$ cat config.mk
export PLATFORM = sky130hd
export DESIGN_NAME = mhpq_ctrl
export DESIGN_NICKNAME = d
export VERILOG_FILES = /design/src/design/mhpq_pkg.sv /design/src/design/mhpq_ctrl.sv
export SDC_FILE = /design/constraint.sdc
export NUM_CORES = 1
export LEC_CHECK = 0
export BUFFER_PORTS_ARGS = -buffer_cell sky130_fd_sc_hd__buf_2
export CORE_UTILIZATION = 63
export DETAILED_ROUTE_END_ITERATION = 10
export HOLD_SLACK_MARGIN = 0.15
export PLACE_DENSITY = 0.92
export SYNTH_ARGS = -nofsm -noshare
export SYNTH_HDL_FRONTEND = slang
export SYNTH_SLANG_ARGS = --single-unit
export TNS_END_PERCENT = 5
$ cat constraint.sdc
create_clock -name clk -period 11.64 [get_ports clk]
set_clock_uncertainty 0.15 [all_clocks]
set_input_delay 1.164 -clock clk [delete_from_list [all_inputs] [get_ports clk]]
set_output_delay 1.164 -clock clk [all_outputs]
set_load 0.005 [all_outputs]
$ cat src/design/mhpq_pkg.sv
// Shared types and constants for the max-heap priority queue.
package mhpq_pkg;

    localparam int KEY_W    = 32;
    localparam int MODE_W   = 2;
    localparam int STATUS_W = 3;
    localparam int CAP_W    = 9;
    localparam int COUNT_W  = 9;

    localparam logic [CAP_W-1:0] CAP_RESET = 9'd256;

    localparam logic [MODE_W-1:0] MODE_INSERT = 2'd0;
    localparam logic [MODE_W-1:0] MODE_DELETE = 2'd1;
    localparam logic [MODE_W-1:0] MODE_FIND   = 2'd2;

    typedef enum logic [STATUS_W-1:0] {
        STAT_OK     = 3'd0,
        STAT_FULL   = 3'd1,
        STAT_DUP    = 3'd2,
        STAT_EMPTY  = 3'd3,
        STAT_ABSENT = 3'd4
    } status_t;

    typedef enum logic [3:0] {
        ST_IDLE,
        ST_SCAN,
        ST_UP_RD,
        ST_UP_CMP,
        ST_DEL_ROOT,
        ST_DEL_LAST,
        ST_DEL_GRAB,
        ST_DN_LEFT,
        ST_DN_RIGHT,
        ST_DN_SEL,
        ST_DN_CMP,
        ST_FINISH
    } state_t;

    typedef struct packed {
        status_t                   status;
        logic signed [KEY_W-1:0]   removed_max;
        logic        [COUNT_W-1:0] entry_count;
    } result_t;

endpackage

$ cat src/design/mhpq_ctrl.sv
// Sequencer and datapath: scan, sift-up and sift-down over the heap RAM.
module mhpq_ctrl
    import mhpq_pkg::*;
#(
    parameter int MAX_ENTRIES = 256,
    parameter int ADDR_W      = $clog2(MAX_ENTRIES),
    parameter int CNT_W       = $clog2(MAX_ENTRIES + 1)
) (
    input  logic                    clk,
    input  logic                    rst_n,
    input  logic                    in_valid,
    output logic                    in_ready,
    input  logic [MODE_W-1:0]       mode,
    input  logic signed [KEY_W-1:0] key,
    output logic                    out_valid,
    input  logic                    out_ready,
    output result_t                 res,
    input  logic [CNT_W-1:0]        limit,
    input  logic                    cfg_clear,
    output logic                    ram_we,
    output logic [ADDR_W-1:0]       ram_waddr,
    output logic [KEY_W-1:0]        ram_wdata,
    output logic [ADDR_W-1:0]       ram_raddr,
    input  logic [KEY_W-1:0]        ram_rdata
);

    localparam int CW = ADDR_W + 2;

    state_t              state_reg, state_next;
    logic [MODE_W-1:0]   mode_reg, mode_next;
    logic [KEY_W-1:0]    key_reg, key_next;
    logic [KEY_W-1:0]    rem_reg, rem_next;
    logic [KEY_W-1:0]    last_reg, last_next;
    logic [KEY_W-1:0]    child_reg, child_next;
    logic [CNT_W-1:0]    occ_reg, occ_next;
    logic [CNT_W-1:0]    idx_reg, idx_next;
    logic [ADDR_W-1:0]   pos_reg, pos_next;
    logic [ADDR_W-1:0]   cidx_reg, cidx_next;
    logic                chk_reg, chk_next;
    status_t             stat_reg, stat_next;
    logic                out_valid_reg, out_valid_next;
    result_t             res_reg, res_next;

    logic                is_full, occ_zero;
    logic                scan_issue, scan_hit, scan_miss;
    logic                is_root;
    logic [ADDR_W-1:0]   parent_idx, left_idx, right_idx;
    logic [CW-1:0]       left_ext, occ_ext;
    logic                has_left, has_right;
    logic [CNT_W-1:0]    occ_dec;
    logic                fin_load;
    logic [KEY_W-1:0]    cmp_a, cmp_b;
    logic                lt;

    assign is_full    = occ_reg >= limit;
    assign occ_zero   = occ_reg == '0;
    assign scan_issue = idx_reg < occ_reg;
    assign scan_hit   = chk_reg && (ram_rdata == key_reg);
    assign scan_miss  = !scan_issue && !chk_reg;
    assign is_root    = pos_reg == '0;
    assign parent_idx = (pos_reg - 1'b1) >> 1;
    assign left_ext   = {1'b0, pos_reg, 1'b1};
    assign occ_ext    = CW'(occ_reg);
    assign has_left   = left_ext < occ_ext;
    assign has_right  = (left_ext + CW'(1)) < occ_ext;
    assign left_idx   = left_ext[ADDR_W-1:0];
    assign right_idx  = left_idx + 1'b1;
    assign occ_dec    = occ_reg - 1'b1;
    assign fin_load   = (state_reg == ST_FINISH) && (!out_valid_reg || out_ready);

    // shared signed less-than unit
    always_comb
    begin
        unique case (state_reg)
            ST_UP_CMP:
            begin
                cmp_a = ram_rdata;
                cmp_b = key_reg;
            end
            ST_DN_SEL:
            begin
                cmp_a = child_reg;
                cmp_b = ram_rdata;
            end
            default:
            begin
                cmp_a = last_reg;
                cmp_b = child_reg;
            end
        endcase
    end

    assign lt = $signed(cmp_a) < $signed(cmp_b);

    // next state
    always_comb
    begin
        state_next = state_reg;
        unique case (state_reg)
            ST_IDLE:
            begin
                if (in_valid)
                begin
                    priority case (mode)
                        MODE_INSERT:
                        begin
                            if (is_full)
                                state_next = ST_FINISH;
                            else if (occ_zero)
                                state_next = ST_UP_RD;
                            else
                                state_next = ST_SCAN;
                        end
                        MODE_DELETE:
                            state_next = occ_zero ? ST_FINISH : ST_DEL_ROOT;
                        MODE_FIND:
                            state_next = occ_zero ? ST_FINISH : ST_SCAN;
                        default:
                            state_next = ST_FINISH;
                    endcase
                end
            end
            ST_SCAN:
            begin
                if (scan_hit)
                    state_next = ST_FINISH;
                else if (scan_miss)
                    state_next = (mode_reg == MODE_INSERT) ? ST_UP_RD : ST_FINISH;
            end
            ST_UP_RD:
                state_next = is_root ? ST_FINISH : ST_UP_CMP;
            ST_UP_CMP:
                state_next = lt ? ST_UP_RD : ST_FINISH;
            ST_DEL_ROOT:
                state_next = ST_DEL_LAST;
            ST_DEL_LAST:
                state_next = ST_DEL_GRAB;
            ST_DEL_GRAB:
                state_next = ST_DN_LEFT;
            ST_DN_LEFT:
                state_next = has_left ? ST_DN_RIGHT : ST_FINISH;
            ST_DN_RIGHT:
                state_next = has_right ? ST_DN_SEL : ST_DN_CMP;
            ST_DN_SEL:
                state_next = ST_DN_CMP;
            ST_DN_CMP:
                state_next = lt ? ST_DN_LEFT : ST_FINISH;
            ST_FINISH:
            begin
                if (fin_load)
                    state_next = ST_IDLE;
            end
            default:
                state_next = ST_IDLE;
        endcase
    end

    // datapath registers
    always_comb
    begin
        mode_next      = mode_reg;
        key_next       = key_reg;
        rem_next       = rem_reg;
        last_next      = last_reg;
        child_next     = child_reg;
        occ_next       = occ_reg;
        idx_next       = idx_reg;
        pos_next       = pos_reg;
        cidx_next      = cidx_reg;
        chk_next       = chk_reg;
        stat_next      = stat_reg;
        res_next       = res_reg;
        out_valid_next = out_valid_reg;

        if (out_valid_reg && out_ready)
            out_valid_next = 1'b0;

        unique case (state_reg)
            ST_IDLE:
            begin
                if (in_valid)
                begin
                    mode_next = mode;
                    key_next  = key;
                    rem_next  = '0;
                    idx_next  = '0;
                    chk_next  = 1'b0;
                    pos_next  = occ_reg[ADDR_W-1:0];
                    if (mode == MODE_INSERT && is_full)
                        stat_next = STAT_FULL;
                    else if (mode == MODE_DELETE && occ_zero)
                        stat_next = STAT_EMPTY;
                    else if (mode == MODE_FIND && occ_zero)
                        stat_next = STAT_ABSENT;
                    else
                        stat_next = STAT_OK;
                end
            end
            ST_SCAN:
            begin
                chk_next = scan_issue;
                if (scan_issue)
                    idx_next = idx_reg + 1'b1;
                if (scan_hit && mode_reg == MODE_INSERT)
                    stat_next = STAT_DUP;
                if (scan_miss)
                begin
                    pos_next = occ_reg[ADDR_W-1:0];
                    if (mode_reg == MODE_FIND)
                        stat_next = STAT_ABSENT;
                end
            end
            ST_UP_RD:
            begin
                if (is_root)
                    occ_next = occ_reg + 1'b1;
            end
            ST_UP_CMP:
            begin
                if (lt)
                    pos_next = parent_idx;
                else
                    occ_next = occ_reg + 1'b1;
            end
            ST_DEL_LAST:
                rem_next = ram_rdata;
            ST_DEL_GRAB:
            begin
                last_next = ram_rdata;
                occ_next  = occ_dec;
                pos_next  = '0;
            end
            ST_DN_RIGHT:
            begin
                child_next = ram_rdata;
                cidx_next  = left_idx;
            end
            ST_DN_SEL:
            begin
                if (lt)
                begin
                    child_next = ram_rdata;
                    cidx_next  = cidx_reg + 1'b1;
                end
            end
            ST_DN_CMP:
            begin
                if (lt)
                    pos_next = cidx_reg;
            end
            ST_FINISH:
            begin
                if (fin_load)
                begin
                    res_next.status      = stat_reg;
                    res_next.removed_max = rem_reg;
                    res_next.entry_count = COUNT_W'(occ_reg);
                    out_valid_next       = 1'b1;
                end
            end
            default:
            begin
            end
        endcase

        // capacity write empties the heap
        if (cfg_clear)
            occ_next = '0;
    end

    // RAM control and handshake outputs
    always_comb
    begin
        ram_we    = 1'b0;
        ram_waddr = pos_reg;
        ram_wdata = last_reg;
        ram_raddr = '0;
        unique case (state_reg)
            ST_SCAN:
                ram_raddr = idx_reg[ADDR_W-1:0];
            ST_UP_RD:
            begin
                if (is_root)
                begin
                    ram_we    = 1'b1;
                    ram_wdata = key_reg;
                end
                else
                begin
                    ram_raddr = parent_idx;
                end
            end
            ST_UP_CMP:
            begin
                ram_we    = 1'b1;
                ram_wdata = lt ? ram_rdata : key_reg;
            end
            ST_DEL_LAST:
                ram_raddr = occ_dec[ADDR_W-1:0];
            ST_DN_LEFT:
            begin
                if (has_left)
                    ram_raddr = left_idx;
                else
                    ram_we = 1'b1;
            end
            ST_DN_RIGHT:
                ram_raddr = right_idx;
            ST_DN_CMP:
            begin
                ram_we    = 1'b1;
                ram_wdata = lt ? child_reg : last_reg;
            end
            default:
            begin
            end
        endcase
    end

    assign in_ready  = state_reg == ST_IDLE;
    assign out_valid = out_valid_reg;
    assign res       = res_reg;

    always_ff @(posedge clk or negedge rst_n)
    begin
        if (!rst_n)
        begin
            state_reg     <= ST_IDLE;
            occ_reg       <= '0;
            out_valid_reg <= 1'b0;
        end
        else
        begin
            state_reg     <= state_next;
            occ_reg       <= occ_next;
            out_valid_reg <= out_valid_next;
        end
    end

    always_ff @(posedge clk)
    begin
        mode_reg  <= mode_next;
        key_reg   <= key_next;
        rem_reg   <= rem_next;
        last_reg  <= last_next;
        child_reg <= child_next;
        idx_reg   <= idx_next;
        pos_reg   <= pos_next;
        cidx_reg  <= cidx_next;
        chk_reg   <= chk_next;
        stat_reg  <= stat_next;
        res_reg   <= res_next;
    end

endmodule

=== Word level (Yosys, flattened, before mapping) ===
Cells that the tools add are included.

* Word-level logic and storage cells: 144
* Memories kept: 0
* Input bits: 80
* Bits in writable memories: 0
* Bits in registers: 217
* Bits in read-only memories: 0
* Latch bits: 0
* Output and inout bits: 95

* $lt $le $gt $ge: 5
* Eq/ne operators: 25
* Divide/modulo/power cells: 0
* Bitwise logic cells: 0
* $add $sub $neg: 7
* Muxes and demuxes: 59
* Shift-type cells: 0
* $mul: 0
* Reduce and logical (&&, ||, !) cells: 32

{| class="wikitable"
|+ Operators by type and width
! cell !! count
|-
| $pmux W32 S2 || 4
|-
| $mux W32 || 5
|-
| $pmux W32 S3 || 1
|-
| $pmux W8 S5 || 2
|-
| $mux W8 || 6
|-
| $pmux W4 S12 || 1
|-
| $mux W9 || 5
|-
| $mux W4 || 11
|-
| $eq A32 B32 Y1 || 1
|-
| $lt A32 B32 Y1 || 1
|-
| $pmux W9 S3 || 1
|-
| $mux W3 || 7
|-
| $add A9 B1 Y9 const B || 2
|-
| $lt A9 B9 Y1 || 2
|-
| $pmux W9 S2 || 1
|-
| $add A8 B1 Y8 const B || 2
|-
| $eq A4 B3 Y1 const B || 4
|-
| $eq A4 B4 Y1 const B || 4
|-
| $pmux W8 S2 || 1
|-
| $ne A2 B2 Y1 const B || 7
|-
| $pmux W4 S3 || 1
|-
| $add A9 B1 Y10 const B || 1
|-
| $lt A10 B9 Y1 || 1
|-
| $reduce_and A2 Y1 || 5
|-
| 27 further kinds || 52
|}

=== Depth between registers and ports, before layout ===
* Word-level depth: 7
* Gate-level depth with buffers: 20
* Mapped depth without buffers: 15

=== Worst setup path after synthesis ===
Ideal clock, no wire load.

* Path type: reg2reg
* Start: register state_reg[3]
* End: register child_reg[0], enable pin
* Arrival time: 6.302 ns
* Clock period less this slack: 6.950 ns
* Cell stages (with the launch flop): 18
* Buffers on the path: 7
* Slack: 4.690 ns
* Cells stage by stage: dfrtp_1 -> buf_6 -> and4bb_1 -> buf_4 -> clkbuf_1 -> nor2_1 -> clkbuf_1 -> a21oi_1 -> ha_1 -> clkbuf_1 -> nand4_1 -> nor2_1 -> and3_1 -> a31oi_4 -> xor2_2 -> buf_6 -> buf_2 -> a211oi_1

* Longest elaborated chain between the ends: 5
* Elaborated cells on any way between the ends: 9
* Those cells by class: order compare: 1; eq/ne: 4; mux: 2; reduce/logical: 2

{| class="wikitable"
|+ RTL lines
! item !! RTL line !! text
|-
| start, declared || mhpq_ctrl.sv:29 || <nowiki>state_t state_reg, state_next;</nowiki>
|-
| start signal, assigned || mhpq_ctrl.sv:334 || <nowiki>state_reg <= state_next;</nowiki>
|-
| $eq A4 B4 Y1 / $eq A4 B2 Y1 (equally long branches) || mhpq_ctrl.sv:74, mhpq_ctrl.sv:178 ||
|-
| $pmux W32 S2 || mhpq_ctrl.sv:74 || <nowiki>unique case (state_reg)</nowiki>
|-
| $lt A32 B32 Y1 || mhpq_ctrl.sv:93 || <nowiki>assign lt = $signed(cmp_a) < $signed(cmp_b);</nowiki>
|-
| $ne A2 B2 Y1 (no line) || - ||
|-
| $reduce_and A2 Y1 (no line) (*) || - ||
|-
| end signal, assigned || mhpq_ctrl.sv:346 || <nowiki>child_reg <= child_next;</nowiki>
|-
| end, declared || mhpq_ctrl.sv:34 || <nowiki>logic [KEY_W-1:0] child_reg, child_next;</nowiki>
|}

Every way passes the cells marked *; elsewhere a longest branch is shown, timed or not.
A chain may end at the register's enable or synchronous reset.

=== Final worst setup path ===
* Start: register state_reg[2]
* End: output ram_wdata[22]

* Longest elaborated chain between the ends: 5
* Elaborated cells on any way between the ends: 10
* Those cells by class: order compare: 1; eq/ne: 4; mux: 5

{| class="wikitable"
|+ RTL lines
! item !! RTL line !! text
|-
| $eq A4 B4 Y1 / $eq A4 B2 Y1 (equally long branches) || mhpq_ctrl.sv:74, mhpq_ctrl.sv:278 ||
|-
| $pmux W32 S2 || mhpq_ctrl.sv:74 ||
|-
| $lt A32 B32 Y1 || mhpq_ctrl.sv:93 ||
|-
| $mux W32, on equally long branches || mhpq_ctrl.sv:312, mhpq_ctrl.sv:296 ||
|-
| $pmux W32 S3 (*) || mhpq_ctrl.sv:278 || <nowiki>unique case (state_reg)</nowiki>
|-
| end, declared || mhpq_ctrl.sv:22 || <nowiki>output logic [KEY_W-1:0] ram_wdata,</nowiki>
|}

Marks and branches as above.

==> flow_summary.toml <==
[final_layout]
finish.net_count = 1415
multi_input_comb_area_sq_mm = 0.00553
final-seq-area_sq_mm = 0.00645
filler_cell_count = 1247
layout-drive-gt1-share_pct = 18.4
final_standard_cell_area_without_fillers_sq_mm = 0.0141
mostFrequentLayoutCell = "sky130_fd_sc_hd__edfxtp_1"
largest_register_ffs = 44
top_library_cells_by_usage_in_the_layout_fill_and_taps_aside = "sky130_fd_sc_hd__edfxtp_1, sky130_fd_sc_hd__buf_2, sky130_fd_sc_hd__nand2_1, sky130_fd_sc_hd__nor2_1, sky130_fd_sc_hd__ha_1"
area_growth_pct = 14.5

[timing]
max_freq_ghz = 0.112
grt_setup_unrepaired = "no"
fin_ws_ns = 2.71
final.hold.worst_slack_ns = 0.267
slew-limit-headroom_pct = 14.6
final_hold_viol_count = 0
final_cycle_share_pct = 76.7
tightestPinTransition_ns = 1.28
finalCriticalPeriod_ns = 8.93
drv_slew = 0
setup_violations = 0
totalNegativeSetupSlack_ns = 0

[critical_path]
worstSetupStartpoint = "state_reg[2]$_DFFE_PN0P_"
worst_r2r_end = "occ_reg[8]$_DFFE_PN0P_"
worst_r2r_startpoint = "state_reg[2]$_DFFE_PN0P_"
crit_top_cell = "sky130_fd_sc_hd__nand2_1"
cp_slowest_cell = "sky130_fd_sc_hd__nand2_1"
critical_path_max_stage_delay_ns = 0.97
cp_max_fo = 79
regToRegSetupSlack_ns = 5.01
cp_top_family = "simple AND/OR/NAND/NOR gates"
critPathLaunchType = "flop"
critPathCapture = "ram_wdata[22]"
crit_path_end_kind = "output pin"
critical_path_buf_inv_count = 4
critical_path.cell_chain = "nand2b_1 -> nor2_4 -> buf_4 -> nor2_4 -> buf_4 -> nand2_1 -> nand2_1 -> ha_1 -> a21oi_1 -> o21ai_0 -> a221oi_1 -> nand4_1 -> a31oi_4 -> xor2_2 -> buf_4 -> nand2_1 -> nand2_1 -> a221o_1 -> buf_2"
timing.critical_path.required_ns = 10.33
worstPathArrival_ns = 7.62
worstSetupPathType = "flop to output pin"
critical_path_depth = 19
r2r_cells = 18

[route]
first_pass_iters = 8
viasPerCell = 6.54
detail_route.drc_violations = 0
drtIter0Drc = 1258
routed_wire_length_per_instance_um = 21.0
postRouteAntennaNets = 0
total_via_count_in_the_routed_design = 10100
finalWirelength_um = 32300

[global_route]
first_global_vias = 9368
grt_remaining_overflow = 0
grt_antenna_before_repair = 3
grt_pass1_wl_um = 50000
grt_use_total_pct = 32.2
grt_max_degree = 98

[yosys]
synthCells = 1123
synth_xor_area_share_pct = 4.82
synth-async-reset-ratio_pct = 6.45
largest_family_of_logic_cells_by_synthesized_area = "compound AO/OA/AOI/OAI gates"
postSynth.topFlopCell = "sky130_fd_sc_hd__edfxtp_1"
ys_ff_latch = 217
synth_simple_gate_area_share_pct = 14.4
yosys_warnings = 0
syn-num-nets = 1274
synth_seq_area_share_pct = 52.3
ys_types = 69
area_contributors_post_synth = "sky130_fd_sc_hd__edfxtp_1, sky130_fd_sc_hd__ha_1, sky130_fd_sc_hd__a22oi_1, sky130_fd_sc_hd__nand2_1, sky130_fd_sc_hd__xor2_1"
mappedNetlistArea_sq_mm = 0.0123
post_synth_mux_area_share_pct = 0.507
synth.top_cell.area_share_pct = 49.4
synthDominantAreaCellType = "sky130_fd_sc_hd__edfxtp_1"
synth_adder_area_share_pct = 7.21
synth_compound_gate_area_share_pct = 17.6
postSynthAreaPerCell_sq_um = 11.0
synth_edf_count = 203

[clock_network]
cts.htree.levels = 1
number_of_sinks_handled_by_clock_tree_synthesis = 217
post_cts_buffers = 0
cts-resized-gates = 0
cts_buffers = 22
insertion_delay_ns = 0.53
cts.path.max_buffers = 3
cts_root_buffer = "sky130_fd_sc_hd__clkbuf_16"
count_of_hold_fix_buffers_inserted_at_cts = 0
clk_pin_slew_ns = 0.07
cts_tree = "done"

[run]
maxCapViolations = 0

[floorplanning]
fp.dieH_um = 142
design.portCount = 175
fp.dieW_um = 142
fp.dieArea_sq_mm = 0.0201
initial_core_utilization_pct = 65.0
num_rows = 50
floorplan.core_area_sq_mm = 0.0190

[placement]
placement.cell_area_sq_mm = 0.0133
port_buffers = 174
gp_congestion = 0.985
detailedPlacementHpwl_um = 22200
pre_cts_ws_ns = 3.55

[power_and_ir_drop]
reported_leakage_power_nw = 5.52
pwr_density_cell_mw_per_mm2 = 271
worst_ir_drop_vdd_v = 0.000159

[status]
outcome = "finished, final reports clean"

[min_path]
min-delay-path-class = "flop to flop"
metrics by stage:
stage	power, W	util, %	std cells
floorplan	0.00247	-	1123
global placement	0.00297	70.4	1500
detailed placement	0.00302	70.4	1500
CTS	0.00379	74.4	1540
global route	0.00404	74.5	1542
finish	0.00382	74.5	1542
layer usage:
layer,global-route usage (%),share of wire [%],up-vias
li1,-,-,4537
met1,48.3,41,4693
met2,47.8,44,753
met3,4.89,13,103
met4,11.2,3.1,2
met5,0,0.037,-
cell families after synthesis:
kind of cell             Yosys count
AO/OA/AOI/OAI                    301
XOR/XNOR                          67
adder cells (fa/ha/maj)           71
buffers and inverters             93
flip-flops                       217
multiplexers                       6
AND/OR/NAND/NOR                  368
where the power goes:
part	total (W)	internal, W	switching (W)
Clock	0.000743	0.000440	0.000303
Combinational	0.00187	0.000733	0.00114
Sequential	0.00121	0.00105	0.000155
worst register-to-register path: stages, from the launching register on:
cell and delay, ns:
sky130_fd_sc_hd__dfrtp_1 0.79, sky130_fd_sc_hd__nand2b_1 0.43, sky130_fd_sc_hd__nor2_4 0.04, sky130_fd_sc_hd__buf_4 0.36, sky130_fd_sc_hd__nor2_4 0.49, sky130_fd_sc_hd__buf_4 0.49, sky130_fd_sc_hd__nand2_1 0.15, sky130_fd_sc_hd__nand2_1 0.09
sky130_fd_sc_hd__ha_1 0.26, sky130_fd_sc_hd__a21oi_1 0.15, sky130_fd_sc_hd__o21ai_0 0.09, sky130_fd_sc_hd__a221oi_1 0.39, sky130_fd_sc_hd__nand4_1 0.20, sky130_fd_sc_hd__a31oi_4 0.24, sky130_fd_sc_hd__xor2_2 0.91, sky130_fd_sc_hd__buf_4 0.42
sky130_fd_sc_hd__a21oi_2 0.24, sky130_fd_sc_hd__a21oi_1 0.26, sky130_fd_sc_hd__mux2_2 0.35
synthesized netlist by cell type, drive strengths merged (9+ instances only):
| cell | count |
|---|---|
| a22oi | 69 |
| clkbuf | 51 |
| a221o | 32 |
| and3 | 14 |
| nor2b | 11 |
| ha | 71 |
| nor2 | 91 |
| xor2 | 47 |
| or3 | 9 |
| and2 | 37 |
| nand4 | 12 |
| nand2b | 14 |
| inv | 25 |
| a21oi | 70 |
| edfxtp | 203 |
| nand2 | 113 |
| buf | 16 |
| nor4 | 10 |
| a22o | 30 |
| xnor2 | 20 |
| nor3 | 15 |
| dfrtp | 14 |
| o21ai | 33 |
| nand3 | 28 |
how the worst min path moves through the flow:
| stage | slack, ns | to | cells past startpoint | start |
|---|---|---|---|---|
| floorplan | 0.25 | res[10]$_DFFE_PP_ | 0 | rem_reg[1]$_SDFFCE_PN0P_ |
| global placement | 0.25 | res[34]$_DFFE_PP_ | 0 | rem_reg[25]$_SDFFCE_PN0P_ |
| detailed placement | 0.25 | res[18]$_DFFE_PP_ | 0 | rem_reg[9]$_SDFFCE_PN0P_ |
| CTS | 0.25 | res[33]$_DFFE_PP_ | 0 | rem_reg[24]$_SDFFCE_PN0P_ |
| global route | 0.27 | res[40]$_DFFE_PP_ | 0 | rem_reg[31]$_SDFFCE_PN0P_ |
| finish | 0.27 | res[33]$_DFFE_PP_ | 0 | rem_reg[24]$_SDFFCE_PN0P_ |
final cells by class:
type | instances | share of cell area [%]
sequential | 217 | 45.7
tap | 260 | 2.30
timing repair buffer | 184 | 6.70
inverter | 26 | 0.691
clock inverter | 15 | 1.42
clock buffer | 25 | 3.98
antenna | 2 | 0.0355
multi-input combinational | 813 | 39.2
Note: power is estimated with default switching activity, not from simulation.
